**config.mk**
```make
export PLATFORM = sky130hd
export DESIGN_NAME = box_outline_pixel_writer_flat
export DESIGN_NICKNAME = d
export VERILOG_FILES = /design/src/hw/rtl/bopw_pkg.sv /design/src/hw/rtl/bopw_if.sv /design/src/hw/rtl/box_outline_pixel_writer.sv /design/src/flat_wrapper.sv
export SDC_FILE = /design/constraint.sdc
export NUM_CORES = 1
export LEC_CHECK = 0
export BUFFER_PORTS_ARGS = -buffer_cell sky130_fd_sc_hd__buf_2
export CORE_MARGIN = 2
export CORE_UTILIZATION = 63
export DETAILED_ROUTE_END_ITERATION = 7
export PLACE_DENSITY = 0.82
export SYNTH_ARGS = -nofsm -noshare
export SYNTH_HDL_FRONTEND = slang
export SYNTH_SLANG_ARGS = --single-unit
export TNS_END_PERCENT = 30
```
**constraint.sdc**
```tcl
create_clock -name clk -period 9.1 [get_ports clk]
set_input_delay 1.82 -clock clk [delete_from_list [all_inputs] [get_ports clk]]
set_output_delay 1.82 -clock clk [all_outputs]
set_load 0.1 [all_outputs]
```
**src/hw/rtl/bopw_pkg.sv**
```systemverilog
// Shared types, constants, palette and microprogram of the box outline pixel writer.
// Has no dependencies; every other SystemVerilog file but the assertion macro header uses it.
`default_nettype none

package bopw_pkg;

  localparam int COORD_BITS_DEF  = 12;
  localparam int ADDR_BITS       = 25;
  localparam int IMG_W_BITS      = 13;
  localparam int BPP_BITS        = 3;
  localparam int COLOR_BITS      = 3;
  localparam int BYTE_COUNT_BITS = 2;
  localparam int CHAN_BITS       = 8;
  localparam int CFG_INDEX_BITS  = 2;
  localparam int CFG_DATA_BITS   = 13;
  localparam int STEP_BITS       = 3;
  localparam int NUM_COLORS      = 6;

  localparam logic [IMG_W_BITS-1:0]      IMAGE_WIDTH_RST  = 13'd640;
  localparam logic [BPP_BITS-1:0]        BPP_RST          = 3'd3;
  localparam logic [COLOR_BITS-1:0]      COLOR_RST        = 3'd0;
  localparam logic [BYTE_COUNT_BITS-1:0] BYTE_COUNT_MAX   = 2'd3;
  localparam logic [1:0]                 SIDE_LEFT        = 2'd3;

  typedef enum logic [CFG_INDEX_BITS-1:0] {
    REG_IMAGE_WIDTH,
    REG_BYTES_PER_PIXEL,
    REG_COLOR_SELECT
  } cfg_reg_t;

  typedef struct packed {
    logic [CHAN_BITS-1:0] red;
    logic [CHAN_BITS-1:0] green;
    logic [CHAN_BITS-1:0] blue;
  } rgb_t;

  localparam rgb_t PALETTE [NUM_COLORS] = '{
    '{8'd255, 8'd0,   8'd0  },
    '{8'd0,   8'd255, 8'd0  },
    '{8'd0,   8'd0,   8'd255},
    '{8'd0,   8'd255, 8'd255},
    '{8'd255, 8'd0,   8'd255},
    '{8'd255, 8'd255, 8'd0  }
  };

  typedef logic [STEP_BITS-1:0] step_t;

  typedef enum logic [2:0] {
    OP_NONE,
    OP_LATCH,
    OP_LOAD,
    OP_GEOM,
    OP_SUM,
    OP_SCALE,
    OP_EMIT
  } step_op_t;

  typedef enum logic [2:0] {
    JC_ALWAYS,
    JC_IN_VALID,
    JC_IS_TICK,
    JC_BUSY,
    JC_OUT_FREE
  } jump_cond_t;

  typedef struct packed {
    step_op_t   op;
    jump_cond_t cond;
    step_t      jump_true;
    step_t      jump_false;
  } ucode_t;

  localparam step_t ST_FETCH    = 3'd0;
  localparam step_t ST_DISPATCH = 3'd1;
  localparam step_t ST_LOAD     = 3'd2;
  localparam step_t ST_GEOM     = 3'd3;
  localparam step_t ST_SUM      = 3'd4;
  localparam step_t ST_SCALE    = 3'd5;
  localparam step_t ST_EMIT     = 3'd6;

  function automatic ucode_t ucode_rom(step_t s);
    ucode_t w;
    unique case (s)
      ST_FETCH:    w = '{OP_LATCH, JC_IN_VALID, ST_DISPATCH, ST_FETCH};
      ST_DISPATCH: w = '{OP_NONE,  JC_IS_TICK,  ST_GEOM,     ST_LOAD};
      ST_LOAD:     w = '{OP_LOAD,  JC_ALWAYS,   ST_EMIT,     ST_EMIT};
      ST_GEOM:     w = '{OP_GEOM,  JC_BUSY,     ST_SUM,      ST_EMIT};
      ST_SUM:      w = '{OP_SUM,   JC_ALWAYS,   ST_SCALE,    ST_SCALE};
      ST_SCALE:    w = '{OP_SCALE, JC_ALWAYS,   ST_EMIT,     ST_EMIT};
      ST_EMIT:     w = '{OP_EMIT,  JC_OUT_FREE, ST_FETCH,    ST_EMIT};
      default:     w = '{OP_NONE,  JC_ALWAYS,   ST_FETCH,    ST_FETCH};
    endcase
    return w;
  endfunction

endpackage

`default_nettype wire

```
**src/hw/rtl/bopw_if.sv**
```systemverilog
// Channel interfaces of the box outline pixel writer: command input, pixel write
// output and configuration write port. Depends on bopw_pkg.
`default_nettype none

interface bopw_in_if #(parameter int COORD_BITS = bopw_pkg::COORD_BITS_DEF);
  logic                         valid;
  logic                         ready;
  logic                         cmd;
  logic signed [COORD_BITS-1:0] left_x;
  logic signed [COORD_BITS-1:0] top_y;
  logic signed [COORD_BITS-1:0] right_x;
  logic signed [COORD_BITS-1:0] bottom_y;

  modport source (output valid, cmd, left_x, top_y, right_x, bottom_y, input ready);
  modport sink (input valid, cmd, left_x, top_y, right_x, bottom_y, output ready);
endinterface

interface bopw_out_if;
  import bopw_pkg::*;
  logic                       valid;
  logic                       ready;
  logic                       write_valid;
  logic [ADDR_BITS-1:0]       byte_address;
  logic [BYTE_COUNT_BITS-1:0] byte_count;
  logic [CHAN_BITS-1:0]       red;
  logic [CHAN_BITS-1:0]       green;
  logic [CHAN_BITS-1:0]       blue;
  logic                       box_done;

  modport source (output valid, write_valid, byte_address, byte_count, red, green, blue,
                  box_done, input ready);
  modport sink (input valid, write_valid, byte_address, byte_count, red, green, blue,
                box_done, output ready);
endinterface

interface bopw_cfg_if;
  import bopw_pkg::*;
  logic                      valid;
  logic                      ready;
  logic [CFG_INDEX_BITS-1:0] index;
  logic [CFG_DATA_BITS-1:0]  data;

  modport source (output valid, index, data, input ready);
  modport sink (input valid, index, data, output ready);
endinterface

`default_nettype wire

```
**src/hw/rtl/box_outline_pixel_writer.sv**
```systemverilog
// Box outline pixel writer: microcoded sequencer and datapath that turn tick items
// into frame-buffer pixel writes. Depends on bopw_pkg and bopw_if.
//
// Usage. The in_ch channel carries one item per handshake: cmd 0 loads a box from
// its four corners and starts an outline up to two pixels thick, cmd 1 is a tick that asks
// for the next pixel write. Every accepted item yields exactly one item on out_ch;
// loads and ticks while idle give an item with write_valid low and all fields zero.
// The cfg_ch port writes image_width, bytes_per_pixel and color_select by index and
// is always ready; write it only while the block is idle.
// Sequence. A seven-step microprogram drives the datapath, one step per cycle, holding
// in its emit step while out_ch stalls. A tick that draws loads the output register after
// the dispatch, geometry, row multiply and add, bytes-per-pixel multiply and emit steps;
// a load after dispatch, load and emit, and an idle tick after dispatch, geometry and emit.
// One item is in flight at a time: a new item is accepted only after emit returns to fetch.
// Stalls. The result sits in an output register; the sequencer holds in its emit
// step while that register is still full, and the input waits until it moves on.
// Reset. Registers take their reset values, the block is idle and out_ch is empty.
`default_nettype none

module box_outline_pixel_writer #(
  parameter int COORD_BITS = bopw_pkg::COORD_BITS_DEF
) (
  input  logic          clk,
  input  logic          rst_n,
  bopw_in_if.sink       in_ch,
  bopw_out_if.source    out_ch,
  bopw_cfg_if.sink      cfg_ch
);
  import bopw_pkg::*;

  localparam int CW = COORD_BITS + 1;
  localparam int MW = CW + IMG_W_BITS;
  localparam int SW = ADDR_BITS + BPP_BITS;

  step_t  step_r;
  step_t  step_nxt;
  ucode_t ctl;
  logic   take;

  logic [IMG_W_BITS-1:0] width_r;
  logic [BPP_BITS-1:0]   bpp_r;
  logic [COLOR_BITS-1:0] color_r;

  logic                  cmd_r;
  logic [COORD_BITS-1:0] corner_r [4];
  logic                  busy_r;
  logic                  ok1_r;
  logic [2:0]            phase_r;
  logic [CW-1:0]         pos_r;

  logic [CW-1:0] pix_x_r;
  logic [CW-1:0] pix_y_r;
  logic [ADDR_BITS-1:0] prod_r;

  logic                       res_write_r;
  logic [ADDR_BITS-1:0]       res_addr_r;
  logic [BYTE_COUNT_BITS-1:0] res_cnt_r;
  rgb_t                       res_rgb_r;
  logic                       res_done_r;

  logic                       out_valid_r;
  logic                       out_write_r;
  logic [ADDR_BITS-1:0]       out_addr_r;
  logic [BYTE_COUNT_BITS-1:0] out_cnt_r;
  rgb_t                       out_rgb_r;
  logic                       out_done_r;
  logic                       out_free;

  logic          load_ok0;
  logic          load_ok1;
  logic [CW-1:0] dvec;
  logic [CW-1:0] rx1, ry1, rx2, ry2;
  logic          horiz;
  logic [CW-1:0] end_a, end_b, fixed_c, lo_c, hi_c, span_c, coord_c;
  logic          last_c;
  logic          finish_c;

  logic [MW-1:0]              mul_full;
  logic [SW-1:0]              scaled;
  logic [BYTE_COUNT_BITS-1:0] cnt_c;
  logic [COLOR_BITS-1:0]      color_idx;

  function automatic logic [CW-1:0] sx(logic [COORD_BITS-1:0] v);
    return {v[COORD_BITS-1], v};
  endfunction

  function automatic logic ge_minus_one(logic [COORD_BITS-1:0] v);
    return !v[COORD_BITS-1] || (v == '1);
  endfunction

  function automatic logic ge_one(logic [COORD_BITS-1:0] v);
    return !v[COORD_BITS-1] && (v != '0);
  endfunction

  assign ctl = ucode_rom(step_r);
  assign out_free = !out_valid_r || out_ch.ready;

  always_comb begin
    case (ctl.cond)
      JC_ALWAYS:   take = 1'b1;
      JC_IN_VALID: take = in_ch.valid;
      JC_IS_TICK:  take = cmd_r;
      JC_BUSY:     take = busy_r;
      JC_OUT_FREE: take = out_free;
      default:     take = 1'b1;
    endcase
    step_nxt = take ? ctl.jump_true : ctl.jump_false;
  end

  assign load_ok0 = !corner_r[0][COORD_BITS-1] && !corner_r[1][COORD_BITS-1] &&
                    !corner_r[2][COORD_BITS-1] && !corner_r[3][COORD_BITS-1];
  assign load_ok1 = ge_minus_one(corner_r[0]) && ge_minus_one(corner_r[1]) &&
                    ge_one(corner_r[2]) && ge_one(corner_r[3]);

  always_comb begin
    dvec  = {{COORD_BITS{1'b0}}, phase_r[2]};
    rx1   = sx(corner_r[0]) + dvec;
    ry1   = sx(corner_r[1]) + dvec;
    rx2   = sx(corner_r[2]) - dvec;
    ry2   = sx(corner_r[3]) - dvec;
    horiz = !phase_r[0];
    end_a = horiz ? rx1 : ry1;
    end_b = horiz ? rx2 : ry2;
    case (phase_r[1:0])
      2'd0:    fixed_c = ry1;
      2'd1:    fixed_c = rx2;
      2'd2:    fixed_c = ry2;
      default: fixed_c = rx1;
    endcase
    if ($signed(end_a) < $signed(end_b)) begin
      lo_c = end_a;
      hi_c = end_b;
    end else begin
      lo_c = end_b;
      hi_c = end_a;
    end
    span_c   = hi_c - lo_c;
    coord_c  = lo_c + pos_r;
    last_c   = (pos_r == span_c);
    finish_c = last_c && (phase_r[1:0] == SIDE_LEFT) && !(!phase_r[2] && ok1_r);
  end

  assign mul_full  = MW'(pix_y_r) * MW'(width_r);
  assign scaled    = SW'(prod_r) * SW'(bpp_r);
  assign cnt_c     = (bpp_r < BPP_BITS'(BYTE_COUNT_MAX)) ? bpp_r[BYTE_COUNT_BITS-1:0]
                                                        : BYTE_COUNT_MAX;
  assign color_idx = (color_r < COLOR_BITS'(NUM_COLORS)) ? color_r : '0;

  always_ff @(posedge clk) begin
    if (!rst_n) begin
      step_r      <= ST_FETCH;
      width_r     <= IMAGE_WIDTH_RST;
      bpp_r       <= BPP_RST;
      color_r     <= COLOR_RST;
      busy_r      <= 1'b0;
      ok1_r       <= 1'b0;
      phase_r     <= '0;
      pos_r       <= '0;
      out_valid_r <= 1'b0;
    end else begin
      step_r <= step_nxt;
      if (cfg_ch.valid) begin
        case (cfg_ch.index)
          REG_IMAGE_WIDTH:     width_r <= cfg_ch.data;
          REG_BYTES_PER_PIXEL: bpp_r   <= cfg_ch.data[BPP_BITS-1:0];
          REG_COLOR_SELECT:    color_r <= cfg_ch.data[COLOR_BITS-1:0];
          default: ;
        endcase
      end
      if (ctl.op == OP_EMIT && out_free) begin
        out_valid_r <= 1'b1;
      end else if (out_ch.ready) begin
        out_valid_r <= 1'b0;
      end
      case (ctl.op)
        OP_LOAD: begin
          pos_r   <= '0;
          ok1_r   <= load_ok1;
          busy_r  <= load_ok0 || load_ok1;
          phase_r <= (!load_ok0 && load_ok1) ? 3'd4 : 3'd0;
        end
        OP_GEOM: begin
          if (busy_r) begin
            if (!last_c) begin
              pos_r <= pos_r + CW'(1);
            end else begin
              pos_r <= '0;
              if (phase_r[1:0] != SIDE_LEFT) begin
                phase_r <= phase_r + 3'd1;
              end else if (!phase_r[2] && ok1_r) begin
                phase_r <= 3'd4;
              end else begin
                phase_r <= '0;
                busy_r  <= 1'b0;
              end
            end
          end
        end
        default: ;
      endcase
    end
  end

  always_ff @(posedge clk) begin
    case (ctl.op)
      OP_LATCH: begin
        if (in_ch.valid) begin
          cmd_r <= in_ch.cmd;
          if (!in_ch.cmd) begin
            corner_r[0] <= in_ch.left_x;
            corner_r[1] <= in_ch.top_y;
            corner_r[2] <= in_ch.right_x;
            corner_r[3] <= in_ch.bottom_y;
          end
        end
      end
      OP_LOAD: begin
        res_write_r <= 1'b0;
        res_addr_r  <= '0;
        res_cnt_r   <= '0;
        res_rgb_r   <= '0;
        res_done_r  <= 1'b0;
      end
      OP_GEOM: begin
        pix_x_r     <= horiz ? coord_c : fixed_c;
        pix_y_r     <= horiz ? fixed_c : coord_c;
        res_write_r <= busy_r;
        res_done_r  <= busy_r && finish_c;
        res_addr_r  <= '0;
        res_cnt_r   <= '0;
        res_rgb_r   <= '0;
      end
      OP_SUM: begin
        prod_r <= ADDR_BITS'(mul_full) + ADDR_BITS'(pix_x_r);
      end
      OP_SCALE: begin
        res_addr_r <= scaled[ADDR_BITS-1:0];
        res_cnt_r  <= cnt_c;
        res_rgb_r  <= PALETTE[color_idx];
      end
      OP_EMIT: begin
        if (out_free) begin
          out_write_r <= res_write_r;
          out_addr_r  <= res_addr_r;
          out_cnt_r   <= res_cnt_r;
          out_rgb_r   <= res_rgb_r;
          out_done_r  <= res_done_r;
        end
      end
      default: ;
    endcase
  end

  assign in_ch.ready         = (ctl.op == OP_LATCH);
  assign cfg_ch.ready        = 1'b1;
  assign out_ch.valid        = out_valid_r;
  assign out_ch.write_valid  = out_write_r;
  assign out_ch.byte_address = out_addr_r;
  assign out_ch.byte_count   = out_cnt_r;
  assign out_ch.red          = out_rgb_r.red;
  assign out_ch.green        = out_rgb_r.green;
  assign out_ch.blue         = out_rgb_r.blue;
  assign out_ch.box_done     = out_done_r;

endmodule

`default_nettype wire

```
**src/flat_wrapper.sv**
```systemverilog
// flat-port wrapper written by rule: the top's interface ports become plain ports
module box_outline_pixel_writer_flat import bopw_pkg::*;
#(
  parameter int COORD_BITS = bopw_pkg::COORD_BITS_DEF
)
  (clk, rst_n, in_ch_valid, in_ch_cmd, in_ch_left_x, in_ch_top_y, in_ch_right_x, in_ch_bottom_y, in_ch_ready, out_ch_valid, out_ch_write_valid, out_ch_byte_address, out_ch_byte_count, out_ch_red, out_ch_green, out_ch_blue, out_ch_box_done, out_ch_ready, cfg_ch_valid, cfg_ch_index, cfg_ch_data, cfg_ch_ready);
  bopw_in_if #(.COORD_BITS(COORD_BITS)) in_ch_i ();
  bopw_out_if out_ch_i ();
  bopw_cfg_if cfg_ch_i ();
  input  logic clk;
  input  logic rst_n;
  input wire logic [$bits(in_ch_i.valid)-1:0] in_ch_valid;
  input wire logic [$bits(in_ch_i.cmd)-1:0] in_ch_cmd;
  input wire logic [$bits(in_ch_i.left_x)-1:0] in_ch_left_x;
  input wire logic [$bits(in_ch_i.top_y)-1:0] in_ch_top_y;
  input wire logic [$bits(in_ch_i.right_x)-1:0] in_ch_right_x;
  input wire logic [$bits(in_ch_i.bottom_y)-1:0] in_ch_bottom_y;
  output wire logic [$bits(in_ch_i.ready)-1:0] in_ch_ready;
  output wire logic [$bits(out_ch_i.valid)-1:0] out_ch_valid;
  output wire logic [$bits(out_ch_i.write_valid)-1:0] out_ch_write_valid;
  output wire logic [$bits(out_ch_i.byte_address)-1:0] out_ch_byte_address;
  output wire logic [$bits(out_ch_i.byte_count)-1:0] out_ch_byte_count;
  output wire logic [$bits(out_ch_i.red)-1:0] out_ch_red;
  output wire logic [$bits(out_ch_i.green)-1:0] out_ch_green;
  output wire logic [$bits(out_ch_i.blue)-1:0] out_ch_blue;
  output wire logic [$bits(out_ch_i.box_done)-1:0] out_ch_box_done;
  input wire logic [$bits(out_ch_i.ready)-1:0] out_ch_ready;
  input wire logic [$bits(cfg_ch_i.valid)-1:0] cfg_ch_valid;
  input wire logic [$bits(cfg_ch_i.index)-1:0] cfg_ch_index;
  input wire logic [$bits(cfg_ch_i.data)-1:0] cfg_ch_data;
  output wire logic [$bits(cfg_ch_i.ready)-1:0] cfg_ch_ready;
  assign in_ch_i.valid = in_ch_valid;
  assign in_ch_i.cmd = in_ch_cmd;
  assign in_ch_i.left_x = in_ch_left_x;
  assign in_ch_i.top_y = in_ch_top_y;
  assign in_ch_i.right_x = in_ch_right_x;
  assign in_ch_i.bottom_y = in_ch_bottom_y;
  assign in_ch_ready = in_ch_i.ready;
  assign out_ch_valid = out_ch_i.valid;
  assign out_ch_write_valid = out_ch_i.write_valid;
  assign out_ch_byte_address = out_ch_i.byte_address;
  assign out_ch_byte_count = out_ch_i.byte_count;
  assign out_ch_red = out_ch_i.red;
  assign out_ch_green = out_ch_i.green;
  assign out_ch_blue = out_ch_i.blue;
  assign out_ch_box_done = out_ch_i.box_done;
  assign out_ch_i.ready = out_ch_ready;
  assign cfg_ch_i.valid = cfg_ch_valid;
  assign cfg_ch_i.index = cfg_ch_index;
  assign cfg_ch_i.data = cfg_ch_data;
  assign cfg_ch_ready = cfg_ch_i.ready;
  box_outline_pixel_writer #(.COORD_BITS(COORD_BITS)) u_core (.clk(clk), .rst_n(rst_n), .in_ch(in_ch_i), .out_ch(out_ch_i), .cfg_ch(cfg_ch_i));
endmodule
```
==> impl_metrics.tcl <==
set metrics [dict create \
    cts_tree "yes" \
    slew_violations 0 \
    postRouteAntennaNets 0 \
    synth.most_common_cell "nand2_1" \
    drc 0 \
    synth-main-ff-cell "edfxtp_1" \
    ios 125 \
    syn_nets 2423 \
    fp.dieH_um 178 \
    synthMuxAreaShare_pct 3.19 \
    hold_path.class "reg2reg" \
    yosysTopAreaCell "edfxtp_1" \
    max_slew.worst_pin.slew_ps 1200 \
    initial_core_util_pct 64.3 \
    cp_max_fo 30 \
    maxSlewHeadroom_pct 19.6 \
    end_kind "flip-flop" \
    drive_above_1_share_pct 10.6 \
    regArea_um2 5750 \
    power_frac_seq_pct 35.8 \
    fp.dieW_um 178 \
    first_pass_iters 6 \
    setup_tns_ps 0 \
    cpMostUsedCell "a21oi_1" \
    yosysTopAreaCellShare_pct 25.7 \
    setup_viol 0 \
    synth_compound_area_share_pct 9.80 \
    nFillCells 2267 \
    switching_power_mw 1.18 \
    io_buffers 123 \
    multiInputGateArea_um2 12000 \
    clock.fmax_mhz 125 \
    synth_cell_types 87 \
    drt-total-wl_um 49600 \
    critPathMaxStageDelay_ps 700 \
    clock_skew_ps 20.4 \
    hold_viol 0 \
    clkLatencyLatePin_ps 530 \
    synth_simple_gate_area_share_pct 18.6 \
    overflow 0 \
    whs_ps 419 \
    cts_resized 0 \
    yosys.area_share.xor_xnor_pct 5.53 \
    power.leakage_nw 9.07 \
    clockPowerShare_pct 27.5 \
    rsz0062_at_grt "no" \
    viasPerCell 6.02 \
    placed_area_um2 19900 \
    grt_pass1_vias 15500 \
    synth_common_cells "297 x nand2_1, 236 x inv_1, 164 x edfxtp_1, 153 x fa_1, 148 x ha_1" \
    numCtsBuffers 24 \
    slowest_stage "ha_1" \
    clkSinkCount 205 \
    synth_top_family_by_area "adder cells" \
    ys_async_sr_fraction_pct 0 \
    nNetsFinal 2480 \
    syn_area_um2 19200 \
    synth_seq_area_share_pct 30.0 \
    worst_slack_ps 1110 \
    finalWeightedCongestion 1.03 \
    place_ws_ps 1310 \
    vias 15200 \
    grt_first_pass_wirelength_um 78700 \
    cts_root_buffer "clkbuf_16" \
    cts_max_path_buffers 3 \
    crit_path_start_kind "flip-flop" \
    antenna_found_initial 0 \
    rows 63 \
    comb_power_share_pct 36.7 \
    antennaDiodeCount 0 \
    irDropWorstVdd_mv 0.181 \
    avgSynthCellArea_um2 9.33 \
    cts_setup_buffers 0 \
    die_area_um2 31800 \
    synth-edff-count 164 \
    crit_required_ps 9320 \
    drt_iter0_drc 1065 \
    track_usage_pct 31.8 \
    h-tree-depth 1 \
    wl_per_cell_um 19.7 \
    synth_seq_cells 205 \
    swShare_pct 36.3 \
    syn_to_final_growth_pct 7.54 \
    status "finished clean" \
    yosys.area_share.adder_pct 25.7 \
    min_period_over_period_pct 87.8 \
    p_per_area_nw_per_um2 158 \
    crit_arrival_ps 8210 \
    grt_max_degree 49 \
    final_area_um2 20600 \
    syn_inst 2053 \
    synth.top_cells.by_area "edfxtp_1 26%, fa_1 16%, ha_1 9.7%" \
    criticalPathCategory "reg2reg" \
    clk_pin_slew_ps 60 \
    fin_crit_ps 7990 \
    fp.coreArea_um2 29800 \
    ys_warn_count 0 \
    p_total_mw 3.26 \
    p_int_mw 2.08 \
    maxCapViolCount 0 \
    holdBufCountCts 0 \
    dp.final_hpwl_um 39000 \
]
worst max-delay path, delay by kind of cell (launching register included):
family / cells / cell delay (ps)
AO/OA/AOI/OAI: 12 / 2240
XOR/XNOR: 2 / 380
adder cells (fa/ha/maj): 5 / 1890
flip-flops: 1 / 520
multiplexers: 2 / 360
AND/OR/NAND/NOR: 9 / 2270
sequential cells by signal (all words and copies together) (netlist names), 13 cells and up, named ones only:
| signal | count |
|---|---|
| u_core.corner_r | 48 |
| u_core.out_ch.byte_address | 25 |
| u_core.pix_x_r | 13 |
| u_core.pix_y_r | 13 |
| u_core.pos_r | 13 |
| u_core.prod_r | 25 |
| u_core.res_addr_r | 25 |
| u_core.width_r | 13 |
cells in the final DEF (no fill, tap or decap), types with 39 or more instances in the layout:
master,synthesis,final
o21ai_0,61,61
nand2_1,297,297
and2_1,90,90
dfxtp_1,41,41
xor2_1,43,43
buf_2,10,123
fa_1,153,153
edfxtp_1,164,164
nand3_1,39,39
xnor2_1,78,78
nor3_1,43,41
inv_1,236,236
ha_1,148,148
nor2_1,141,141
a21oi_1,72,72
path summary, 6_finish.rpt:
path                            slack, ps  depth (start not counted)                              start                                     to
worst min register to register        420                          0  u_core.res_cnt_r[1]$_SDFFCE_PN0P_  u_core.out_ch.byte_count[1]$_DFFE_PP_
worst max-delay path                 1110                         30                          flip-flop           u_core.pix_y_r[12]$_DFFE_PP_
worst max register to register       1110                         30                          flip-flop           u_core.pix_y_r[12]$_DFFE_PP_
worst min-delay path                  420                          0  u_core.res_cnt_r[1]$_SDFFCE_PN0P_  u_core.out_ch.byte_count[1]$_DFFE_PP_
power by group through the flow:
stage               Combinational (mW)  Clock, mW  Sequential, mW
global route                      1.32      0.946            1.17
finish                            1.20      0.897            1.17
floorplan                        0.872          0            1.17
detailed placement                1.17          0            1.18
CTS                               1.19      0.910            1.16
global placement                  1.14          0            1.18
metal layers:
| layer | GRT usage (%) | part of all wire (%) |
|---|---|---|
| met1 | 38.2 | 39 |
| met2 | 56.6 | 50 |
| met3 | 4.39 | 6.0 |
| met4 | 14.3 | 4.6 |
| met5 | 0 | 0 |
per-stage QoR:
stage          std cells  utilization (%)
2_1_floorplan       2053                -
3_3_place_gp        2474             66.7
3_5_place_dp        2474             66.7
4_1_cts             2517             69.1
5_1_grt             2517             69.1
6_report            2517             69.1
logic make-up after synthesis:
group	Yosys count
AOI/OAI and AO/OA	283
xor gates and xnor gates	121
adders and majority gates	301
buffers and inverters	341
DFF	205
muxes	58
other	1
and+or+nand+nor	743
layout make-up:
type	count	share of cell area (%)
inverters	238	4.34
repair buffers	134	3.39
well taps	390	2.37
multi-input cells	1507	58.5
clock buffers	27	3.07
flip-flops and latches	205	27.9
clock inverters	16	0.474
Note: power is estimated with default switching activity, not from simulation.
